File: src/bcps_pkg.sv
// ----------------------------------------------------------------------------
// bcps_pkg
// Shared constants and controller command type for the best candidate pair
// select unit.
// ----------------------------------------------------------------------------
package bcps_pkg;

   localparam int MAX_CANDIDATES = 64;
   localparam int MASS_BITS      = 24;
   localparam int CUT_BITS       = 10;
   localparam int MASK_BITS      = 64;
   localparam int COUNT_BITS     = 7;
   localparam int ANY_BITS       = 7;
   localparam int HIGH_BITS      = 6;
   localparam int FLOW_BITS      = ANY_BITS + HIGH_BITS;
   localparam int SLOT_IDX_BITS  = (MAX_CANDIDATES > 1) ? $clog2(MAX_CANDIDATES) : 1;

   localparam logic [MASS_BITS-1:0] REF_MASS_RESET = MASS_BITS'(1459008);

   typedef struct packed {
      logic accept;     // candidate beat taken this cycle
      logic finish;     // accepted beat closes the event
      logic cfg_write;  // reference mass written
   } ctrl_cmd_type;

endpackage

File: src/best_candidate_pair_select_unit.sv
// ----------------------------------------------------------------------------
// best_candidate_pair_select_unit
// Streams one event's candidates and reports the best-matching pair set.
// ----------------------------------------------------------------------------
// Usage:
//   req_*  : one candidate per beat; req_last_candidate closes the event.
//   rsp_*  : one result beat per event (best mask, cut-flow mask, count,
//            overflow flag).
//   csr_*  : write of the reference mass; only while no result is pending.
// Each candidate updates the running state, so a new candidate can be taken
// every cycle while req_stall is low. The result appears on rsp_valid the
// cycle after the last candidate is taken. A held result stalls the request
// side only while rsp_stall is high; otherwise the next event runs straight
// on and its result replaces the old one as it leaves.
// Candidates beyond 64 in an event are dropped and flagged in rsp_overflow.
// Reset (synchronous) clears the event state, drops any pending result and
// restores the reference mass to its default.
// ----------------------------------------------------------------------------
module best_candidate_pair_select_unit
   import bcps_pkg::*;
(
   input  logic                        clock,
   input  logic                        reset,
   input  logic                        req_valid,
   output logic                        req_stall,
   input  logic [MASS_BITS-1:0]        req_first_pair_mass,
   input  logic signed [MASS_BITS-1:0] req_second_pair_mass,
   input  logic [CUT_BITS-1:0]         req_cut_bits,
   input  logic                        req_mixed_flavour,
   input  logic                        req_last_candidate,
   output logic                        rsp_valid,
   input  logic                        rsp_stall,
   output logic [MASK_BITS-1:0]        rsp_best_mask,
   output logic [FLOW_BITS-1:0]        rsp_cutflow_mask,
   output logic [COUNT_BITS-1:0]       rsp_candidate_count,
   output logic                        rsp_overflow,
   input  logic                        csr_valid,
   output logic                        csr_ready,
   input  logic [MASS_BITS-1:0]        csr_reference_mass
);

   ctrl_cmd_type cmd;

   bcps_ctrl u_ctrl (
      .clock              (clock),
      .reset              (reset),
      .req_valid          (req_valid),
      .req_last_candidate (req_last_candidate),
      .req_stall          (req_stall),
      .rsp_valid          (rsp_valid),
      .rsp_stall          (rsp_stall),
      .csr_valid          (csr_valid),
      .csr_ready          (csr_ready),
      .cmd                (cmd)
   );

   bcps_datapath u_datapath (
      .clock                (clock),
      .reset                (reset),
      .cmd                  (cmd),
      .csr_reference_mass   (csr_reference_mass),
      .req_first_pair_mass  (req_first_pair_mass),
      .req_second_pair_mass (req_second_pair_mass),
      .req_cut_bits         (req_cut_bits),
      .req_mixed_flavour    (req_mixed_flavour),
      .rsp_best_mask        (rsp_best_mask),
      .rsp_cutflow_mask     (rsp_cutflow_mask),
      .rsp_candidate_count  (rsp_candidate_count),
      .rsp_overflow         (rsp_overflow)
   );

endmodule

File: src/bcps_ctrl.sv
// ----------------------------------------------------------------------------
// bcps_ctrl
// Handshake controller: tracks the result register and issues commands to
// the datapath.
// ----------------------------------------------------------------------------
module bcps_ctrl
   import bcps_pkg::*;
(
   input  logic         clock,
   input  logic         reset,
   input  logic         req_valid,
   input  logic         req_last_candidate,
   output logic         req_stall,
   output logic         rsp_valid,
   input  logic         rsp_stall,
   input  logic         csr_valid,
   output logic         csr_ready,
   output ctrl_cmd_type cmd
);

   typedef enum logic {
      ST_EMPTY,
      ST_FULL
   } state_type;

   state_type state_ff;
   state_type state_in;
   logic      rsp_valid_ff;
   logic      rsp_valid_in;

   // a held result only blocks input when it cannot leave this cycle
   assign req_stall  = (state_ff == ST_FULL) && rsp_stall;
   assign csr_ready  = (state_ff == ST_EMPTY);
   assign rsp_valid  = rsp_valid_ff;

   always_comb begin
      cmd.accept    = req_valid && !req_stall;
      cmd.finish    = cmd.accept && req_last_candidate;
      cmd.cfg_write = csr_valid && csr_ready;

      state_in = state_ff;
      case (state_ff)
         ST_EMPTY: begin
            if (cmd.finish) state_in = ST_FULL;
         end
         ST_FULL: begin
            if (!rsp_stall && !cmd.finish) state_in = ST_EMPTY;
         end
         default: state_in = ST_EMPTY;
      endcase
      rsp_valid_in = (state_in == ST_FULL);
   end

   always_ff @(posedge clock) begin
      if (reset) begin
         state_ff     <= ST_EMPTY;
         rsp_valid_ff <= 1'b0;
      end else begin
         state_ff     <= state_in;
         rsp_valid_ff <= rsp_valid_in;
      end
   end

endmodule

File: src/bcps_datapath.sv
// ----------------------------------------------------------------------------
// bcps_datapath
// Running lexicographic best search, cut-flow accumulation and the result
// register.
// ----------------------------------------------------------------------------
module bcps_datapath
   import bcps_pkg::*;
(
   input  logic                  clock,
   input  logic                  reset,
   input  ctrl_cmd_type          cmd,
   input  logic [MASS_BITS-1:0]  csr_reference_mass,
   input  logic [MASS_BITS-1:0]  req_first_pair_mass,
   input  logic signed [MASS_BITS-1:0] req_second_pair_mass,
   input  logic [CUT_BITS-1:0]   req_cut_bits,
   input  logic                  req_mixed_flavour,
   output logic [MASK_BITS-1:0]  rsp_best_mask,
   output logic [FLOW_BITS-1:0]  rsp_cutflow_mask,
   output logic [COUNT_BITS-1:0] rsp_candidate_count,
   output logic                  rsp_overflow
);

   logic [MASS_BITS-1:0]  ref_mass_ff;
   logic [MASS_BITS-1:0]  best_dist_ff,   best_dist_in;
   logic [MASS_BITS-1:0]  best_sec_ff,    best_sec_in;
   logic                  have_best_ff,   have_best_in;
   logic [MASK_BITS-1:0]  sel_mask_ff,    sel_mask_in;
   logic [ANY_BITS-1:0]   any_stage_ff,   any_stage_in;
   logic [HIGH_BITS-1:0]  best_stage_ff,  best_stage_in;
   logic [COUNT_BITS-1:0] slot_ff,        slot_in;
   logic                  dropped_ff,     dropped_in;

   logic [MASK_BITS-1:0]  best_mask_ff;
   logic [FLOW_BITS-1:0]  cutflow_ff;
   logic [COUNT_BITS-1:0] count_ff;
   logic                  overflow_ff;

   logic [MASS_BITS-1:0]  sec_raw;
   logic [MASS_BITS-1:0]  sec_abs;
   logic [MASS_BITS-1:0]  mass_dist;
   logic [CUT_BITS-1:0]   pm;
   logic [HIGH_BITS-1:0]  high_s;
   logic [MASK_BITS-1:0]  slot_bit;
   logic                  slots_full;
   logic                  qualifies;
   logic                  better;
   logic                  tied;

   always_comb begin
      sec_raw = req_second_pair_mass;
      // most negative value wraps to 2^(n-1), still fits unsigned
      sec_abs = sec_raw[MASS_BITS-1] ? (~sec_raw + MASS_BITS'(1)) : sec_raw;
      mass_dist = (ref_mass_ff >= req_first_pair_mass) ?
                  (ref_mass_ff - req_first_pair_mass) :
                  (req_first_pair_mass - ref_mass_ff);

      high_s = '0;
      if (&req_cut_bits[7:0]) high_s = high_s | (req_mixed_flavour ? 6'b000001 : 6'b000010);
      if (&req_cut_bits[8:0]) high_s = high_s | (req_mixed_flavour ? 6'b000100 : 6'b001000);
      if (&req_cut_bits[9:0]) high_s = high_s | (req_mixed_flavour ? 6'b010000 : 6'b100000);

      slots_full = (slot_ff >= COUNT_BITS'(MAX_CANDIDATES));
      qualifies  = &req_cut_bits[ANY_BITS-1:0];
      slot_bit   = MASK_BITS'(1) << slot_ff[SLOT_IDX_BITS-1:0];
      better     = !have_best_ff || (mass_dist < best_dist_ff) ||
                   ((mass_dist == best_dist_ff) && (sec_abs > best_sec_ff));
      tied       = (mass_dist == best_dist_ff) && (sec_abs == best_sec_ff);

      pm            = '0;
      best_dist_in  = best_dist_ff;
      best_sec_in   = best_sec_ff;
      have_best_in  = have_best_ff;
      sel_mask_in   = sel_mask_ff;
      any_stage_in  = any_stage_ff;
      best_stage_in = best_stage_ff;
      slot_in       = slot_ff;
      dropped_in    = dropped_ff;

      if (slots_full) begin
         dropped_in = 1'b1;
      end else begin
         for (int k = 0; k < ANY_BITS; k++) begin
            pm = CUT_BITS'((2 << k) - 1);
            if ((req_cut_bits & pm) == pm) any_stage_in[k] = 1'b1;
         end
         if (qualifies) begin
            if (better) begin
               have_best_in  = 1'b1;
               best_dist_in  = mass_dist;
               best_sec_in   = sec_abs;
               sel_mask_in   = slot_bit;
               best_stage_in = high_s;
            end else if (tied) begin
               sel_mask_in   = sel_mask_ff | slot_bit;
               best_stage_in = best_stage_ff | high_s;
            end
         end
         slot_in = slot_ff + COUNT_BITS'(1);
      end
   end

   always_ff @(posedge clock) begin
      if (reset) begin
         ref_mass_ff <= REF_MASS_RESET;
      end else if (cmd.cfg_write) begin
         ref_mass_ff <= csr_reference_mass;
      end
   end

   always_ff @(posedge clock) begin
      if (reset || cmd.finish) begin
         best_dist_ff  <= '0;
         best_sec_ff   <= '0;
         have_best_ff  <= 1'b0;
         sel_mask_ff   <= '0;
         any_stage_ff  <= '0;
         best_stage_ff <= '0;
         slot_ff       <= '0;
         dropped_ff    <= 1'b0;
      end else if (cmd.accept) begin
         best_dist_ff  <= best_dist_in;
         best_sec_ff   <= best_sec_in;
         have_best_ff  <= have_best_in;
         sel_mask_ff   <= sel_mask_in;
         any_stage_ff  <= any_stage_in;
         best_stage_ff <= best_stage_in;
         slot_ff       <= slot_in;
         dropped_ff    <= dropped_in;
      end
   end

   // result register: loaded with the event totals including the last beat
   always_ff @(posedge clock) begin
      if (cmd.finish) begin
         best_mask_ff <= sel_mask_in;
         cutflow_ff   <= {best_stage_in, any_stage_in};
         count_ff     <= slot_in;
         overflow_ff  <= dropped_in;
      end
   end

   assign rsp_best_mask       = best_mask_ff;
   assign rsp_cutflow_mask    = cutflow_ff;
   assign rsp_candidate_count = count_ff;
   assign rsp_overflow        = overflow_ff;

endmodule

File: config.mk
export PLATFORM = sky130hd
export DESIGN_NAME = best_candidate_pair_select_unit
export DESIGN_NICKNAME = d
export VERILOG_FILES = /design/src/bcps_pkg.sv /design/src/best_candidate_pair_select_unit.sv /design/src/bcps_ctrl.sv /design/src/bcps_datapath.sv
export SDC_FILE = /design/constraint.sdc
export NUM_CORES = 1
export LEC_CHECK = 0
export ABC_CLOCK_PERIOD_IN_PS = 7100
export BUFFER_PORTS_ARGS = -buffer_cell sky130_fd_sc_hd__buf_2
export CORE_ASPECT_RATIO = 1.25
export CORE_MARGIN = 3
export CORE_UTILIZATION = 60
export CTS_BUF_LIST = sky130_fd_sc_hd__clkbuf_8
export DETAILED_ROUTE_END_ITERATION = 6
export PLACE_DENSITY = 0.83
export SLEW_MARGIN = 15
export SYNTH_ARGS = -nofsm -noshare
export SYNTH_HDL_FRONTEND = slang
export SYNTH_SLANG_ARGS = --single-unit
File: constraint.sdc
create_clock -name clock -period 7.1 [get_ports clock]
set_clock_uncertainty 0.2 [all_clocks]
set_input_delay 0.71 -clock clock [delete_from_list [all_inputs] [get_ports clock]]
set_output_delay 0.71 -clock clock [all_outputs]
set_load 0.005 [all_outputs]
==> results of run 1 <==
## through the flow
stage	total power (uW)	area [um^2]	setup slack, ns
finish	3140	14900	0.802
global route	3300	14900	0.361
global placement	2070	14200	0.848
CTS	3160	14900	0.950
detailed placement	2080	14200	0.516
floorplan	1920	13100	1.52
## state kept, by name, indices dropped and copies added (netlist names)
signal / count
u_ctrl.state_ff: 1
u_datapath.slot_ff: 7
u_datapath.ref_mass_ff: 24
u_datapath.rsp_best_mask: 64
u_datapath.best_stage_ff: 6
u_datapath.best_dist_ff: 24
u_datapath.any_stage_ff: 7
u_datapath.rsp_candidate_count: 7
u_datapath.dropped_ff: 1
u_datapath.have_best_ff: 1
u_datapath.rsp_cutflow_mask: 13
u_datapath.rsp_overflow: 1
u_datapath.sel_mask_ff: 64
u_datapath.best_sec_ff: 24
## routing by layer
layer  part of all wire  vias up  track usage
li1                   -     5637            -
met1               0.40     5286        0.308
met2               0.51      446        0.472
met3              0.056       89       0.0375
met4              0.035        0        0.113
met5                  0        -            0
## worst max-delay path: cells and delay by family (launching register included)
family | cells | cell delay (ns)
flip-flops | 1 | 0.33
AND/OR/NAND/NOR | 8 | 2.20
buffers and inverters | 2 | 0.12
AO/OA/AOI/OAI | 9 | 2.43
adder cells (fa/ha/maj) | 3 | 0.84
## layout by cell type (no fill, tap or decap), drive strengths merged, types with 6 or more instances in the layout
master  netlist  final
nand4        19     19
or2           9      9
a211o         8      8
clkinv        0     12
o21ai       178    178
o31ai         8      8
nand2       320    320
a21oi       135    135
buf          20    184
xnor2        38     38
or4           7      7
nor2         66     66
inv         119    134
clkbuf       48     42
mux2i         8      8
a211oi       10     10
nor3         13     13
or3           6      6
o21a          9      9
ha          102    102
xor2         11     11
o21bai        7      7
a21o         17     17
dfxtp       159    159
nand2b       13     13
nand3        26     26
edfxtp       85     85
a31oi         6      6
nor2b        13     13
## how the worst max path moves through the flow
stage | startpoint | end | slack, ns | cells past startpoint
CTS | u_datapath.ref_mass_ff[0]$_SDFFE_PP0P_ | u_datapath.rsp_best_mask[54]$_DFFE_PP_ | 0.95 | 22
detailed placement | req_first_pair_mass[0] | u_datapath.rsp_best_mask[54]$_DFFE_PP_ | 0.52 | 22
global route | u_datapath.ref_mass_ff[0]$_SDFFE_PP0P_ | u_datapath.rsp_best_mask[23]$_DFFE_PP_ | 0.36 | 22
global placement | req_first_pair_mass[0] | u_datapath.rsp_best_mask[49]$_DFFE_PP_ | 0.85 | 22
finish | u_datapath.ref_mass_ff[0]$_SDFFE_PP0P_ | u_datapath.rsp_best_mask[54]$_DFFE_PP_ | 0.80 | 22
floorplan | req_first_pair_mass[0] | u_datapath.rsp_best_mask[16]$_DFFE_PP_ | 1.52 | 22
## cell type report
class / instances / area, um^2
flip-flops and latches: 244 / 5740
diodes: 1 / 2.50
repair buffers: 184 / 941
clock inverters: 27 / 119
clock buffers: 42 / 578
inverters: 119 / 448
fillers: 1716 / 6300
multi-input cells: 1106 / 6720
well taps: 274 / 343
## cell usage after synthesis, types with 16 or more instances
cell	instances	area share
sky130_fd_sc_hd__clkbuf_1	48	0.014
sky130_fd_sc_hd__nor2_1	66	0.019
sky130_fd_sc_hd__inv_1	119	0.034
sky130_fd_sc_hd__edfxtp_1	85	0.19
sky130_fd_sc_hd__a21oi_1	132	0.050
sky130_fd_sc_hd__nand4_1	19	0.0090
sky130_fd_sc_hd__xnor2_1	38	0.025
sky130_fd_sc_hd__buf_2	16	0.0061
sky130_fd_sc_hd__ha_1	102	0.097
sky130_fd_sc_hd__nand3_1	26	0.0099
sky130_fd_sc_hd__o21ai_0	171	0.065
sky130_fd_sc_hd__dfxtp_1	159	0.24
sky130_fd_sc_hd__a21o_1	17	0.0097
sky130_fd_sc_hd__nand2_1	318	0.091
## cell families after synthesis
family / Yosys count
fa+ha+maj: 104
xor+xnor: 49
compound gates: 420
flops: 244
simple gates: 522
mux: 11
buf+inv: 187
## report_power, final
group | switching (uW) | internal (uW)
clock | 533 | 548
sequential | 13.9 | 1470
combinational | 351 | 224
total | 898 | 2240
==> flow_results.org, run 1 <==
** Final layout
- Compared with the post-synthesis result, the final layout area differs by 13.2%.
- In the final layout, the share of cells above drive strength 1 is 0.158.
- Number of nets in the layout :: approximately 1900
- Leaving out filler cells and counting taps, the final layout contains between 1500 and 2000.
- Measured on the finished design, the core utilization comes to 0.702.

** Synth
- Compound-cell area share of the yosys netlist :: 0.189
- Most used DFF post-synth :: sky130_fd_sc_hd__dfxtp_1
- Portion of the post-synthesis area used by sequential elements :: 0.436
- Netlist area before placement :: 13100 um^2
- Synthesis produced a netlist whose cell count is ~1500.
- The number of nets in the synthesized netlist is between 1500 and 2000.
- In the synthesized netlist the async set-or-reset flop fraction comes to 0.
- Simple logic cell fraction of the synthesized area :: 0.179
- For this run, the number of Yosys warnings is 0.
- Fraction of synthesized area in multiplexers :: 0.00866
- Synthesized-area fraction occupied by adder cells :: 0.100
- Cell variety after synth :: 77
- Xor-xnor portion of the synthesized cell area :: 0.0327
- Largest family of logic cells by synthesized area :: compound AO/OA/AOI/OAI gates
- Post-synth EDFFs :: 85
- Mean instance size in the synthesized netlist :: 8.55 um^2
- After synthesis the netlist holds a flip-flop and latch count of between 200 and 250.

** Clock tree
- Clock Tree Buf Depth :: 3
- The later pin in the worst-skew pair is clocked with a latency of about 0.53 ns.
- Number of CTS-inserted buffers :: 39
- H-Tree Depth :: 2
- Clock transition time at the flip-flop clock pins of the worst setup and hold paths :: about 0.06 ns
- CTS sink count :: around 240
- Setup repair bufs after CTS :: 0
- The tree is rooted in a sky130_fd_sc_hd__clkbuf_8.
- Total of hold buffers inserted after clock tree synthesis :: 0
- Post_cts resized :: 0
- TritonCTS clock tree :: done

** Placed design
- Buffers placed on the I/O ports in this run total 176.
- Once detailed placement completed, the half-perimeter wirelength came to 23300 um.
- DP Cell Count :: about 1900
- Routability-driven placement finished with a final weighted congestion of approximately 0.97.

** Detailed routing
- The detail route stage leaves a number of antenna-violating nets equal to 0.
- Post-Route WL :: roughly 32000 um
- In the routed design, unresolved DRC markers number 0.
- In the final routed layout, each cell accounts on average for 16.0 um.
- For this block, the initial DRC count from the detailed router was 765.
- Via count of the routed design :: roughly 11000
- Detailed-routing iteration count for the pre-antenna-repair pass :: 5
- Vias per inst :: around 5.7

** Floorplanning
- The initial utilization of the core area, before any placement, comes to 0.620.
- Row count :: slightly below 60
- The die covers roughly 24000 um^2.
- The core region is between 20000 and 25000 um^2.
- The die is approximately 170 um tall.
- The floorplan step set the die width to 138 um.
- In this run the count of I/O pins placed on the die edge is around 180.

** Worst setup path
- Worst R2R Path Depth :: 22
- Critical path endpoint category :: register
- Kind of launch point of the worst setup path :: register
- Minimum setup slack among reg-to-reg paths :: around 0.80 ns
- The worst register-to-register path begins at u_datapath.ref_mass_ff[0]$_SDFFE_PP0P_.
- Crit-path slowest cell :: sky130_fd_sc_hd__a2111oi_0
- The endpoint identified for the worst register-to-register timing path is u_datapath.rsp_best_mask[54]$_DFFE_PP_.
- For the worst setup path, the data arrival time is 6.43 ns.
- The critical path goes through inv_1, ha_1, inv_1, fa_1, a21o_1, a21oi_1, o221a_2, a21o_1, nand2_2, a2111oi_0, o21ai_0, and2_1, ha_1, nand4_1, nor4_1, nand3_1, nor2b_1, a32oi_4, o21a_1, nor2_1, nand3_1, o21ai_0.
- Class of the most critical setup path :: register to register
- At the worst endpoint, the required time is about 7.2 ns.
- For this run, the slowest stage of the critical path takes 0.61 ns.
- Along the worst path, the maximum fanout reaches 19.

** STA
- Final Critical Period :: between 6 and 7 ns
- Setup repair after global routing left no endpoint under its margin.
- Worst Hold Margin :: between 0.15 and 0.2 ns
- Setup total negative slack on the finished layout was measured at 0 ns.
- For the pin with the worst max-slew slack, the measured transition is 1.10 ns.
- Share of the cycle needed by the critical path after routing :: 0.887
- In this run the tightest slew margin relative to its limit is 0.266.
- Final setup vio count :: 0
- Fin. Hold Viols :: 0
- Fmax achieved :: approximately 0.16 GHz
- The max-slew violation count was 0.

** Hold path
- Counting instances, the worst hold path has a depth of 2.
- The path with the worst hold slack has its endpoint at u_datapath.ref_mass_ff[8]$_SDFFE_PP1P_.
- The min-delay analysis places its worst path in the category input port to register.
- HP Start :: csr_reference_mass[8]

** Run
- Total of max-cap violations :: 0

** Outcome
- The run finished with clean final reports.

** Power
- Leakage power of the design :: 0.00586 uW
- Power Dens Cells :: about 210 nW/um^2
- IR drop worst, VDD :: 0.143 mV

** Global route
- The first global-routing pass estimated around 52000 um of wire.
- Overflow after GRT :: 0
- Global routing usage summed across all routing layers :: 0.260
- Via count of the first global-routing pass :: about 11000
- Largest net degree at the start of global routing :: 86
- The initial antenna violation count is 1.
No activity file was read; power rests on OpenSTA's default activity.
==> inputs of run 2 (changes only) <==
- CORE_UTILIZATION: 60 -> 55
- PLACE_DENSITY: 0.83 -> 0.77
- SYNTH_HIERARCHICAL: unset -> 1
==> flow_results.org, run 2 <==
** Placed design
- The post-placement cell area is 14500 um^2 (+2.0%).
- Port buffer count :: 176 (unchanged)
- The final weighted congestion of routability-driven global placement was 0.955 (-1.2%).
- The half-perimeter wire length after placement came to 24100 um (+3.6%).

** Global route
- The maximum number of pins on one net before global-route repair is 71 (-17%).
- Antenna violations before repair :: 1 (unchanged)
- The global-route wire length before repair came to 53700 um (+3.7%).
- Global routing usage summed across all routing layers :: 0.244 (-0.0157)
- The number of global-route vias before repair is 10900 (-0.14%).
- Overflow after GRT :: 0 (unchanged)

** Floorplanning
- The width of the chip is 145 um (+5.0%).
- The initial core utilization is 0.560 (-0.0602).
- Row count :: 63 (+6.8%)
- The core area came to 23800 um^2 (+12%).
- Chip height :: 180 um (+5.0%)
- The die footprint came to 26200 um^2 (+10%).
- The count of boundary I/O pins is 177 (unchanged).

** Clock tree
- The tree is rooted in a sky130_fd_sc_hd__clkbuf_8.
- CTS sink count :: 244 (unchanged)
- The post-CTS clock slew at the launch and capture registers of the worst setup and hold paths was 0.06 ns (about the same).
- Total of hold buffers inserted after clock tree synthesis :: 0 (unchanged)
- The clock latency on the worst-skew pair came to 0.56 ns (+0.03 ns).
- Post_cts resized :: 0 (unchanged)
- Number of CTS-inserted buffers :: 40 (+2.6%)
- TritonCTS clock tree :: done
- The post-CTS repair timing setup buffer count was 0 (unchanged).
- The maximum buffer depth of the clock tree was 3 (unchanged).
- The number of H-tree levels was 2 (unchanged).

** Worst setup path
- Ordered list of cells on the worst path :: inv_1, ha_1, inv_1, fa_1, a21o_1, o21ai_0, a2111oi_4, a211o_1, buf_4, a32o_1, o31ai_1, xor2_1, ha_1, and4_1, nand3_1, nor3_1, o21ai_0, a2111o_1, or2_2, o21ai_0
- Number of buffer and inverter stages on the critical path :: 3 (+1)
- Critical path's most frequent cell :: sky130_fd_sc_hd__o21ai_0
- The arrival time at the worst endpoint came to 6.62 ns (+0.19 ns).
- The depth of the worst register-to-register path came to 20 (-9.1%).
- The kind of cell with the highest combined delay along the critical path is compound AO/OA/AOI/OAI gates.
- The worst setup path is of the register to register kind.
- Tracing the worst setup path back leads to its startpoint at u_datapath/ref_mass_ff[0]$_SDFFE_PP0P_.
- The worst setup path is captured at a register.
- Crit-path slowest cell :: sky130_fd_sc_hd__a2111o_1
- Minimum setup slack among reg-to-reg paths :: 0.67 ns (-0.14 ns)
- STA classifies the critical path startpoint as a register.
- Worst r2r src :: u_datapath/ref_mass_ff[0]$_SDFFE_PP0P_
- The critical path depth in cells came to 20 (-9.1%).
- Max FO, Critical Path :: 19 (unchanged)
- The required time reported for the critical path endpoint came to 7.28 ns (+0.04 ns).
- The largest stage delay on the critical path is 0.67 ns (+0.06 ns).

** Final layout
- Commonest cells after routing, fill and taps aside :: 176 x sky130_fd_sc_hd__buf_2, 168 x sky130_fd_sc_hd__nand2_1, 159 x sky130_fd_sc_hd__dfxtp_1, 130 x sky130_fd_sc_hd__inv_1, 102 x sky130_fd_sc_hd__ha_1
- Number of fillers in the final layout :: 2047 (+19%)
- The fraction of final layout cells sized beyond drive strength 1 is 0.173 (+0.0155).
- Area grow syn2layout :: 14.6%
- The library cell used most frequently in the layout, excluding fill and tap cells, is sky130_fd_sc_hd__buf_2.
- Inserted Diodes :: 0 (-1)
- Post-route cell area :: 15300 um^2 (+2.7%)
- Number of nets in the layout :: 1793 (-5.0%)

** Hold path
- The worst hold path begins at csr_reference_mass[17].
- Hold WC Path Type :: input port to register
- Depth of the worst hold-timing path :: 3 (+1)

** Power
- Switch Pwr :: 936 uW (+4.2%)
- The internal cell power came to 2380 uW (+5.9%).
- Total power after layout :: 3310 uW (+5.4%)
- Switching portion of total power :: 0.282 (-0.00324)
- Relative contribution of sequential cells to total power :: 0.449 (-0.024)
- IR drop worst, VDD :: 0.152 mV (+6.4%)
- Part of the power in the clock network :: 0.372 (+0.028)
- Power Dens Cells :: 217 nW/um^2 (+2.7%)
- Comb pwr share :: 0.179 (-0.004)
- Leakage power of the design :: 0.00626 uW (+6.7%)

** Detailed routing
- Detailed-routing iteration count for the pre-antenna-repair pass :: 5 (unchanged)
- Via count of the routed design :: 11300 (-1.4%)
- The final wirelength is 33100 um (+3.4%).
- The routed via count divided by cell count came to 5.77 (+0.57%).
- The violation count after the first detailed-routing iteration was 758 (-0.92%).
- Routed wire length per instance :: 16.9 um (+5.5%)
- The final routed DRC violation total came to 0 (unchanged).
- Post-route ant nets :: 0 (unchanged)

** Synth
- Synthesis-stage register bit count :: 244 (unchanged)
- Synth area leaders :: sky130_fd_sc_hd__dfxtp_1 24%, sky130_fd_sc_hd__edfxtp_1 19%, sky130_fd_sc_hd__ha_1 9.6%
- Of all cell types, the one taking the most synthesized area is sky130_fd_sc_hd__dfxtp_1.
- Netlist area before placement :: 13300 um^2 (+1.5%)
- Most frequent cells after synthesis :: 168 x sky130_fd_sc_hd__nand2_1, 159 x sky130_fd_sc_hd__dfxtp_1, 117 x sky130_fd_sc_hd__inv_1
- Synth top area share :: 0.239 (-0.00348)
- The net count after synthesis came to 1638 (-5.3%).
- In the post-synthesis netlist, the cell with the most instances is sky130_fd_sc_hd__nand2_1.
- Number of instances in the synthesized netlist :: 1445 (-6.0%)
- The part of the Yosys area used for sequential elements came to 0.430 (-0.00627).
- The mean post-synth cell area is 9.23 um^2 (+7.9%).
- Cell variety after synth :: 67 (-13%)
- For this run, the leading register cell type out of synthesis is sky130_fd_sc_hd__dfxtp_1.
- The share of synthesized flip-flops with an asynchronous set or reset is 0 (unchanged).
- Syn. warnings :: 6 (+6)
- Post-synth EDFFs :: 85 (unchanged)

** STA
- The final period utilization was 0.906 (+0.0192).
- The post-layout minimum cycle time came to 6.43 ns (+0.137 ns).
- The max-slew violation count is 0 (unchanged).
- Slew @ Worst Pin :: 0.922 ns (-0.179 ns)
- Fin. Hold Viols :: 0 (unchanged)
- Setup repair after global routing left no endpoint under its margin.
- Total negative slack :: 0 ns (unchanged)
- The worst relative slew slack was 0.379 (+0.114).
- Final setup vio count :: 0 (unchanged)
- The highest attainable clock frequency came to 0.155 GHz (-2.1%).

** Outcome
- The flow ran to the end, and the final reports show no timing, DRC or antenna violations.

** Run
- Total of max-cap violations :: 0 (unchanged)
run 2: worst paths after layout:
check / to
setup / recovery: u_datapath/rsp_best_mask[36]$_DFFE_PP_
hold / removal: u_datapath/ref_mass_ff[17]$_SDFFE_PP1P_
setup reg to reg: u_datapath/rsp_best_mask[36]$_DFFE_PP_
hold reg to reg: u_datapath/best_sec_ff[22]$_SDFFE_PP0P_
run 2: power by group through the flow:
stage,clock network (uW),registers [uW],logic (uW)
finish,1230,1490,594
global route,1330,1490,662
CTS,1260,1490,591
detailed placement,0,1520,587
global placement,0,1520,577
floorplan,0,1520,413
run 2: per-layer routing:
| layer | track usage | part of all wire |
|---|---|---|
| met5 | 0 | 0.00039 |
| met4 | 0.0867 | 0.028 |
| met3 | 0.0362 | 0.053 |
| met2 | 0.447 | 0.51 |
| met1 | 0.291 | 0.41 |
run 2: logic make-up after synthesis:
family                     synth area share
AOI/OAI and AO/OA                     0.218
xor gates and xnor gates             0.0322
adders and majority gates            0.0987
buffers and inverters                0.0601
DFF                                   0.430
muxes                                0.0242
and+or+nand+nor                       0.136
run 2: cell type report:
type	instances	area, um^2	share of cell area
Inverter	117	439	0.0287
Clock inverter	25	149	0.00975
Timing Repair Buffer	198	1060	0.0693
Tap cell	325	407	0.0266
Sequential cell	244	5740	0.375
Clock buffer	49	674	0.0441
Multi-Input combinational cell	999	6820	0.446
run 2: worst register-to-register path: stages, from the launching register on:
cell                        delay [ns]
sky130_fd_sc_hd__dfxtp_1          0.32
sky130_fd_sc_hd__inv_1            0.05
sky130_fd_sc_hd__ha_1             0.15
sky130_fd_sc_hd__inv_1            0.05
sky130_fd_sc_hd__fa_1             0.38
sky130_fd_sc_hd__a21o_1           0.19
sky130_fd_sc_hd__o21ai_0          0.46
sky130_fd_sc_hd__a2111oi_4        0.18
sky130_fd_sc_hd__a211o_1          0.45
sky130_fd_sc_hd__buf_4            0.29
sky130_fd_sc_hd__a32o_1           0.30
sky130_fd_sc_hd__o31ai_1          0.42
sky130_fd_sc_hd__xor2_1           0.14
sky130_fd_sc_hd__ha_1             0.32
sky130_fd_sc_hd__and4_1           0.22
sky130_fd_sc_hd__nand3_1          0.15
sky130_fd_sc_hd__nor3_1           0.41
sky130_fd_sc_hd__o21ai_0          0.34
sky130_fd_sc_hd__a2111o_1         0.67
sky130_fd_sc_hd__or2_2            0.40
sky130_fd_sc_hd__o21ai_0          0.18
run 2: per-stage QoR:
step / worst slack (ns) / std cells / hold slack, ns / util
3_5_place_dp: 0.316 / 1883 / 0.246 / 0.607
5_1_grt: 0.381 / 1957 / 0.191 / 0.642
4_1_cts: 0.774 / 1957 / 0.160 / 0.642
2_1_floorplan: 0.827 / 1445 / 0.228 / -
6_report: 0.665 / 1957 / 0.188 / 0.642
3_3_place_gp: 0.377 / 1883 / 0.238 / 0.607
==> inputs of run 3 (changes only) <==
- ABC_CLOCK_PERIOD_IN_PS: 7100 -> 6200
- clock period: 7.1 -> 6.2 ns (I/O delays scaled with it)
==> flow_results.org, run 3 (synthesized netlist as in run 2, its figures left out) <==
** Outcome
- Status :: complete, no violations

** Worst setup path
- Data arrival time of the worst path :: 6.02 ns (-0.60 ns)
- Traced cell by cell, the critical path runs through inv_1, ha_1, inv_1, fa_1, a21o_1, o21ai_0, a2111oi_4, a211o_1, buf_12, a32o_1, o31ai_1, xor2_1, ha_1, and4_1, nand3_1, nor3_1, o21ai_0, a2111o_1, nand2b_1, o21ai_0.
- Cell family contributing the most delay on the critical path :: compound AO/OA/AOI/OAI gates
- Number of buffer and inverter stages on the critical path :: 3 (unchanged)
- Minimum setup slack among reg-to-reg paths :: 0.32 ns (-0.34 ns)
- The depth of the worst register-to-register path was 20 (unchanged).
- Kind of launch point of the worst setup path :: register
- Terminus of the critical flop-to-flop path :: u_datapath/rsp_best_mask[6]$_DFFE_PP_
- Worst r2r src :: u_datapath/ref_mass_ff[0]$_SDFFE_PP0P_
- The maximum fanout along the worst path was 19 (unchanged).
- Critical path's most frequent cell :: sky130_fd_sc_hd__o21ai_0
- For this design, the slowest cell found on the critical path is sky130_fd_sc_hd__a2111o_1.
- The largest stage delay on the critical path is 0.61 ns (-0.06 ns).
- Class of the most critical setup path :: register to register
- The required time reported for the critical path endpoint was 6.34 ns (-0.94 ns).
- STA classifies the critical path endpoint as a register.

** Hold path
- Hold Path End :: u_datapath/ref_mass_ff[17]$_SDFFE_PP1P_
- The worst hold path begins at csr_reference_mass[17].
- The number of cells traversed by the worst hold path is 3 (unchanged).
- Hold WC Path Type :: input port to register

** Power
- The total leakage power is 0.00631 uW (+0.86%).
- IR drop worst, VDD :: 0.197 mV (+29%)
- The ratio of total power to cell area came to 245 nW/um^2 (+13%).

** Clock tree
- The number of clock buffers inserted by TritonCTS was 38 (-5.0%).
- Worst skew pair latency :: 0.54 ns (-0.02 ns)
- Post_cts resized :: 0 (unchanged)
- The post-CTS clock slew at the launch and capture registers of the worst setup and hold paths is 0.06 ns (about the same).
- In this run the clock root is driven by a sky130_fd_sc_hd__clkbuf_8.
- The number of H-tree levels came to 2 (unchanged).
- TritonCTS built the clock tree.
- The maximum buffer depth of the clock tree was 3 (unchanged).
- The post-CTS repair timing setup buffer count is 0 (unchanged).
- The post-cts hold buffer count is 0 (unchanged).
- The clock net sink count came to 244 (unchanged).

** STA
- Final setup vio count :: 0 (unchanged)
- Slew @ Worst Pin :: 0.875 ns (-0.0469 ns)
- The final hold violation count was 0 (unchanged).
- The final period utilization came to 0.948 (+0.0413).
- Fmax achieved :: 0.170 GHz (+9.5%)
- The post-layout minimum cycle time was 5.88 ns (-0.559 ns).
- Setup repair after global routing left no endpoint under its margin.
- The max-slew violation count came to 0 (unchanged).
- The worst relative slew slack is 0.416 (+0.0369).

** Final layout
- Leaving out fill and tap cells, the most frequent cell in the layout is sky130_fd_sc_hd__buf_2.
- The number of nets at the end of the flow came to 1807 (+0.78%).
- The number of diodes came to 0 (unchanged).
- Area grow syn2layout :: 15.4%
- Finished Layout Cells :: 1968 (+0.56%)
- Post-route cell area :: 15400 um^2 (+0.71%)
- Number of fillers in the final layout :: 2062 (+0.73%)
- Commonest cells after routing, fill and taps aside :: 176 x sky130_fd_sc_hd__buf_2, 168 x sky130_fd_sc_hd__nand2_1, 159 x sky130_fd_sc_hd__dfxtp_1, 126 x sky130_fd_sc_hd__inv_1, 102 x sky130_fd_sc_hd__ha_1
- The fraction of final layout cells sized beyond drive strength 1 was 0.180 (+0.00675).

** Global route
- Largest net degree at the start of global routing :: 76 (+7.0%)
- The global-route track usage on met2 was 0.448 (+0.000936).
- GR met1 Demand/Resource :: 0.296 (+0.00556)
- The global-route wire length before repair came to 54600 um (+1.7%).
- The initial antenna violation count was 0 (-1).
- Global routing usage on met3 :: 0.0403 (+0.00403)
- The sum of overflow across all layers after global routing is 0 (unchanged).
- Via count of the first global-routing pass :: 11100 (+1.6%)
- Global routing usage summed across all routing layers :: 0.248 (+0.00354)
- In this run the most used layer during global routing was met2.

** Placed design
- The number of input and output port buffers inserted came to 176 (unchanged).
- The half-perimeter wire length after placement was 24100 um (-0.14%).
- The post-placement cell area came to 14600 um^2 (+1.1%).
- The final weighted congestion of routability-driven global placement came to 0.911 (-4.6%).
- DP Cell Count :: 1899 (+0.85%)

** Detailed routing
- Count of unresolved DRC violations after routing :: 0 (unchanged)
- Post-Route WL :: 33000 um (-0.22%)
- Routed wire length per instance :: 16.8 um (-0.78%)
- The post-detailed-route count of antenna-violating nets is 0 (unchanged).
- Vias per inst :: 5.73 (-0.71%)
- The violation count after the first detailed-routing iteration is 716 (-5.5%).
- Via count of the routed design :: 11300 (-0.15%)
- Detailed-routing iteration count for the pre-antenna-repair pass :: 7 (+2)

** Floorplanning
- Total core area :: 23800 um^2 (unchanged)
- The die height came to 180 um (unchanged).
- The number of rows in the core area came to 63 (unchanged).
- Die outline width :: 145 um (unchanged)
- Total Die Area :: 26200 um^2 (unchanged)
- The initial core utilization was 0.560 (unchanged).
- Io pins :: 177 (unchanged)

** Run
- The max-capacitance violation count is 0 (unchanged).
run 3: cell count changes in the layout (fill, tap and decap cells not counted), sizes merged:
cell,delta
buf,+16
clkbuf,-5
inv,-5
clkinv,+4
bufinv,+1
run 3: where the power goes:
group	switching, uW	internal [uW]
clock network	629	738
registers	14.8	1690
logic	414	286
total	1060	2710
run 3: how the worst max path moves through the flow:
stage                     cells after the start                                   start  slack (ns)                                       end
after CTS                                    20  u_datapath/ref_mass_ff[0]$_SDFFE_PP0P_        0.34     u_datapath/rsp_best_mask[4]$_DFFE_PP_
after global placement                       20                 req_first_pair_mass[15]        0.07    u_datapath/sel_mask_ff[9]$_SDFFE_PP0P_
final                                        20  u_datapath/ref_mass_ff[0]$_SDFFE_PP0P_        0.32     u_datapath/rsp_best_mask[6]$_DFFE_PP_
after floorplan                              10                               rsp_stall        0.02  u_datapath/best_dist_ff[12]$_SDFFE_PP0P_
after global routing                         23  u_datapath/ref_mass_ff[0]$_SDFFE_PP0P_       0.007  u_datapath/best_stage_ff[0]$_SDFFE_PP0P_
after detailed placement                     19                 req_first_pair_mass[15]       -0.02     u_datapath/rsp_best_mask[6]$_DFFE_PP_
run 3: final cells by class:
cell class,instances,area (um^2),area share
clock buffer,44,606,0.0394
tap,325,407,0.0264
multi-input combinational,999,6820,0.443
inverter,117,439,0.0285
clock inverter,25,169,0.0110
timing repair buffer,214,1220,0.0790
sequential,244,5740,0.373
run 3: worst min-delay path: cells and delay by family:
| kind | cells | cell delay (ns) |
|---|---|---|
| buf+inv | 1 | 0.07 |
| compound gates | 1 | 0.06 |
| simple gates | 1 | 0.04 |
run 3: metrics by stage:
stage | util | worst slack, ns | TNS, ns | hold slack (ns) | total power, uW
after floorplan | - | 0.0169 | 0 | 0.228 | 2210
after global placement | 0.614 | 0.0716 | 0 | 0.239 | 2420
after detailed placement | 0.614 | -0.0159 | -0.0205 | 0.246 | 2430
after CTS | 0.646 | 0.336 | 0 | 0.0755 | 3790
after global routing | 0.646 | 0.00743 | 0 | 0.0971 | 3960
final | 0.646 | 0.325 | 0 | 0.102 | 3770
run 3: metal layers:
| layer | up-vias | share of wire |
|---|---|---|
| met5 | - | 0 |
| met4 | 0 | 0.033 |
| met3 | 68 | 0.053 |
| met2 | 353 | 0.51 |
| met1 | 5327 | 0.41 |
| li1 | 5527 | - |
